### src/rtl/core/tdsr_pkg.sv
// ----------------------------------------------------------------------------
// tdsr_pkg
// shared codes, types and the device state mapping of the transfer slot ring
// ----------------------------------------------------------------------------
`default_nettype none

package tdsr_pkg;

  // item kinds
  localparam logic [1:0] MODE_CLAIM  = 2'd0;
  localparam logic [1:0] MODE_UPDATE = 2'd1;
  localparam logic [1:0] MODE_REAP   = 2'd2;

  // internal slot state codes, bit 2 marks a completed transfer
  localparam logic [2:0] ST_FREE      = 3'd0;
  localparam logic [2:0] ST_PENDING   = 3'd1;
  localparam logic [2:0] ST_ACTIVE    = 3'd2;
  localparam logic [2:0] ST_SUCCESS   = 3'd4;
  localparam logic [2:0] ST_ERROR     = 3'd5;
  localparam logic [2:0] ST_CANCELLED = 3'd6;
  localparam logic [2:0] ST_INVALID   = 3'd7;

  // state codes as the device reports them
  localparam logic [2:0] NS_PENDING   = 3'd0;
  localparam logic [2:0] NS_ACTIVE    = 3'd1;
  localparam logic [2:0] NS_SUCCESS   = 3'd2;
  localparam logic [2:0] NS_ERROR     = 3'd3;
  localparam logic [2:0] NS_CANCELLED = 3'd4;

  // reap status
  localparam logic [1:0] STAT_SUCCESS = 2'd0;

  typedef struct packed {
    logic [1:0]  status;
    logic [15:0] alen;
    logic        revert;
  } reap_res_t;

  function automatic logic [2:0] map_new_state(input logic [2:0] ns);
    logic [2:0] st;
    case (ns)
      NS_PENDING:   st = ST_PENDING;
      NS_ACTIVE:    st = ST_ACTIVE;
      NS_SUCCESS:   st = ST_SUCCESS;
      NS_ERROR:     st = ST_ERROR;
      NS_CANCELLED: st = ST_CANCELLED;
      default:      st = ST_INVALID;
    endcase
    return st;
  endfunction

endpackage

`default_nettype wire

### src/rtl/core/tdsr_reap_eval.sv
// ----------------------------------------------------------------------------
// tdsr_reap_eval
// status, actual length and toggle revert of a completed slot
// ----------------------------------------------------------------------------
`default_nettype none

module tdsr_reap_eval (
  input  wire logic [2:0]          st,
  input  wire logic [15:0]         length,
  input  wire logic [15:0]         remaining,
  input  wire logic                has_data,
  output tdsr_pkg::reap_res_t      res
);
  import tdsr_pkg::*;

  logic [1:0] code;
  logic       use_len;

  assign code    = 2'(st - ST_SUCCESS);
  // remaining beyond length saturates to zero
  assign use_len = (st == ST_SUCCESS) && has_data && (length >= remaining);

  always_comb begin
    res.status = code;
    res.alen   = use_len ? (length - remaining) : 16'd0;
    res.revert = (code != STAT_SUCCESS);
  end

endmodule

`default_nettype wire

### config.mk
export PLATFORM = sky130hd
export DESIGN_NAME = tdsr_reap_eval
export DESIGN_NICKNAME = d
export VERILOG_FILES = /design/src/rtl/core/tdsr_pkg.sv /design/src/rtl/core/tdsr_reap_eval.sv
export SDC_FILE = /design/constraint.sdc
export NUM_CORES = 1
export LEC_CHECK = 0
export BUFFER_PORTS_ARGS = -buffer_cell sky130_fd_sc_hd__buf_4
export CORE_MARGIN = 5
export CORE_UTILIZATION = 44
export DETAILED_ROUTE_END_ITERATION = 8
export PLACE_DENSITY = 0.91
export SYNTH_ARGS = -nofsm -noshare
export SYNTH_HDL_FRONTEND = slang
export SYNTH_SLANG_ARGS = --single-unit
### constraint.sdc
create_clock -name vclk -period 2.38
set_clock_uncertainty 0.1 [all_clocks]
set_input_delay 0.238 -clock vclk [all_inputs]
set_output_delay 0.238 -clock vclk [all_outputs]
set_load 0.005 [all_outputs]
==> flow_summary_export.csv <==
group,metric,value,unit
run_status,status,"complete, but fails checks",
run_status,violations,"negative setup slack",
layout,clkbuf_count,0,
detailed_routing,wirelength,5120,um
global_route,grt_max_degree,11,
global_route,met3_usage,3.02,%
detailed_routing,ant_nets,0,
critical_path,crit_type,"in2out",
placement,dpl_cell_area,0.00181,mm^2
placement,placed_cells,278,
floorplan,rows,18,
sta,hold_viol_final,0,
global_route,grt_util_met2,48.9,%
logic_synthesis,yosys_warnings,0,
layout,synthToLayoutAreaGrowth,75.5,%
sta,tightest_slew,590,ps
global_route,antenna_found_initial,0,
layout,seq_cells,0,
layout,instances_no_fill,284,
global_route,use_met1,33.3,%
logic_synthesis,synth_top_cell_area_share,18.1,%
run,maxCapViolations,0,
sta,rsz0062_at_grt,"true",
global_route,track_usage,28.0,%
min_path,hp-class,"in2out",
critical_path,cp.arrival,2390,ps
floorplan,fp.dieH,60.1,um
sta,clock.fmax,366,MHz
layout,regArea,0,um^2
detailed_routing,via_count,1818,
sta,fin_crit,2730,ps
global_route,grt.busiest_layer,"met2",
logic_synthesis,synth_nets,214,
cts,hold_buffers,0,
detailed_routing,viasPerCell,6.40,
floorplan,io_pins,55,
pwr,p_leak,0.00104,uW
sta,drv_slew,0,
floorplan,die_area,0.00362,mm^2
detailed_routing,wl_per_cell,18.0,um
floorplan,coreArea,0.00243,mm^2
logic_synthesis,synth_area,0.00111,mm^2
logic_synthesis,yosysTopAreaCell,"ha_1",
layout,nets,309,
critical_path,worstPathRequired,2040,ps
floorplan,die_w,60.1,um
logic_synthesis,synth.distinct_cells,49,
placement,gp_congestion,0.871,
critical_path,crit_fanout,5,
layout,fill_cells,156,
sta,fin_ws,-352,ps
layout,layout_common_cells,"97 x buf_4, 19 x inv_1, 15 x ha_1",
logic_synthesis,synth_cells,161,
logic_synthesis,synth_seq_area_share,0,%
critical_path,start_kind,"input pin",
detailed_routing,drc,0,
layout,diodes,0,
layout,final_common_cell,"buf_4",
layout,final_area,0.00194,mm^2
sta,slew_headroom,60.6,%
detailed_routing,dr.pass1.iters,5,
detailed_routing,drt_iter0_markers,192,
critical_path,cp-end-kind,"primary output",
placement,dpl.hpwl,3320,um
logic_synthesis,synthTopCellsByArea,"ha_1 18%, inv_1 7.1%, a21o_1 6.8%",
layout,drive_above_1_share,47.6,%
global_route,grt_pass1_vias,1689,
pwr,peakVddDrop,0.173,mV
floorplan,initial_core_util,45.5,%
sta,fin_crit_sh,115,%
sta,setup_violations,16,
pwr,p_per_area,233,mW/mm^2
logic_synthesis,syn_avg_cell_area,6.87,um^2
global_route,grt_pass1_wl,7800,um
placement,port_buffers,55,
global_route,grt_overflow,0,
stage by stage:
stage	setup WS, ps	total power, uW	utilization, %	hold WS (ps)	TNS (ps)
6_report	-352	453	79.8	559	-4850
5_1_grt	-425	484	79.8	564	-6020
4_1_cts	-170	412	78.5	560	-2160
3_5_place_dp	-324	385	74.4	560	-3980
3_3_place_gp	-255	370	74.4	556	-2980
2_1_floorplan	-69.3	211	-	457	-104
timing repair:
action / in CTS / in global routing
setup buffers: 4 / 1
gates resized for setup: 15 / 7
cloned: 0 / 1
endpoints found under the hold margin: 0 / 0
pin swaps: 10 / 1
setup endpoints to repair: 16 / 16
area by class of cell:
type	count	area [um^2]	share of cell area, %
multi-input combinational	133	1050	54.3
tap	30	37.5	1.93
timing repair buffer	100	766	39.5
inverter	21	83.8	4.32
power breakdown:
part	internal, uW	total [uW]	switching (uW)	leakage [uW]
registers	0	0	0	0
clock network	0	0	0	0
logic	229	453	224	0.00104
total	229	453	224	0.00104
layer usage:
| layer | part of all wire [%] | vias to the layer above |
|---|---|---|
| li1 | - | 789 |
| met4 | 8.3 | 0 |
| met2 | 46 | 169 |
| met1 | 34 | 803 |
| met5 | 0 | - |
| met3 | 11 | 57 |
critical path, cell delays in order:
cell and delay, ps:
buf_8 100, inv_6 50, ha_4 140, inv_2 40, fa_2 330, a21o_1 210
a221oi_4 320, buf_4 180, a311oi_2 120, nor2_2 250, buf_4 200, nor3_1 60
buf_4 140
cell usage after synthesis, drive strengths merged, types with 2 or more instances:
library cell and count:
and4 2, o21ai 7, a21o 10, inv 21
xor2 2, clkbuf 2, nor3 7, nor4 3
a21oi 16, nand3 4, and3 3, nor2 11
nor2b 3, buf 5, ha 16, a211o 2
or2 3, xnor2 3, a211oi 4, nand2 9
o31ai 4, a311oi 2
final timing paths:
kind                   from      end  slack, ps  cells after the start
setup / recovery  length[0]  res[10]       -350                     13
hold / removal        st[0]  res[17]        560                      2
cell families after synthesis:
group	count (synthesis)	share of synthesized area (%)
AO/OA/AOI/OAI	59	39.4
AND/OR/NAND/NOR	52	25.9
buffers and inverters	28	10.9
adder cells (fa/ha/maj)	17	19.9
XOR/XNOR	5	3.96
Note: power is estimated with default switching activity, not from simulation.
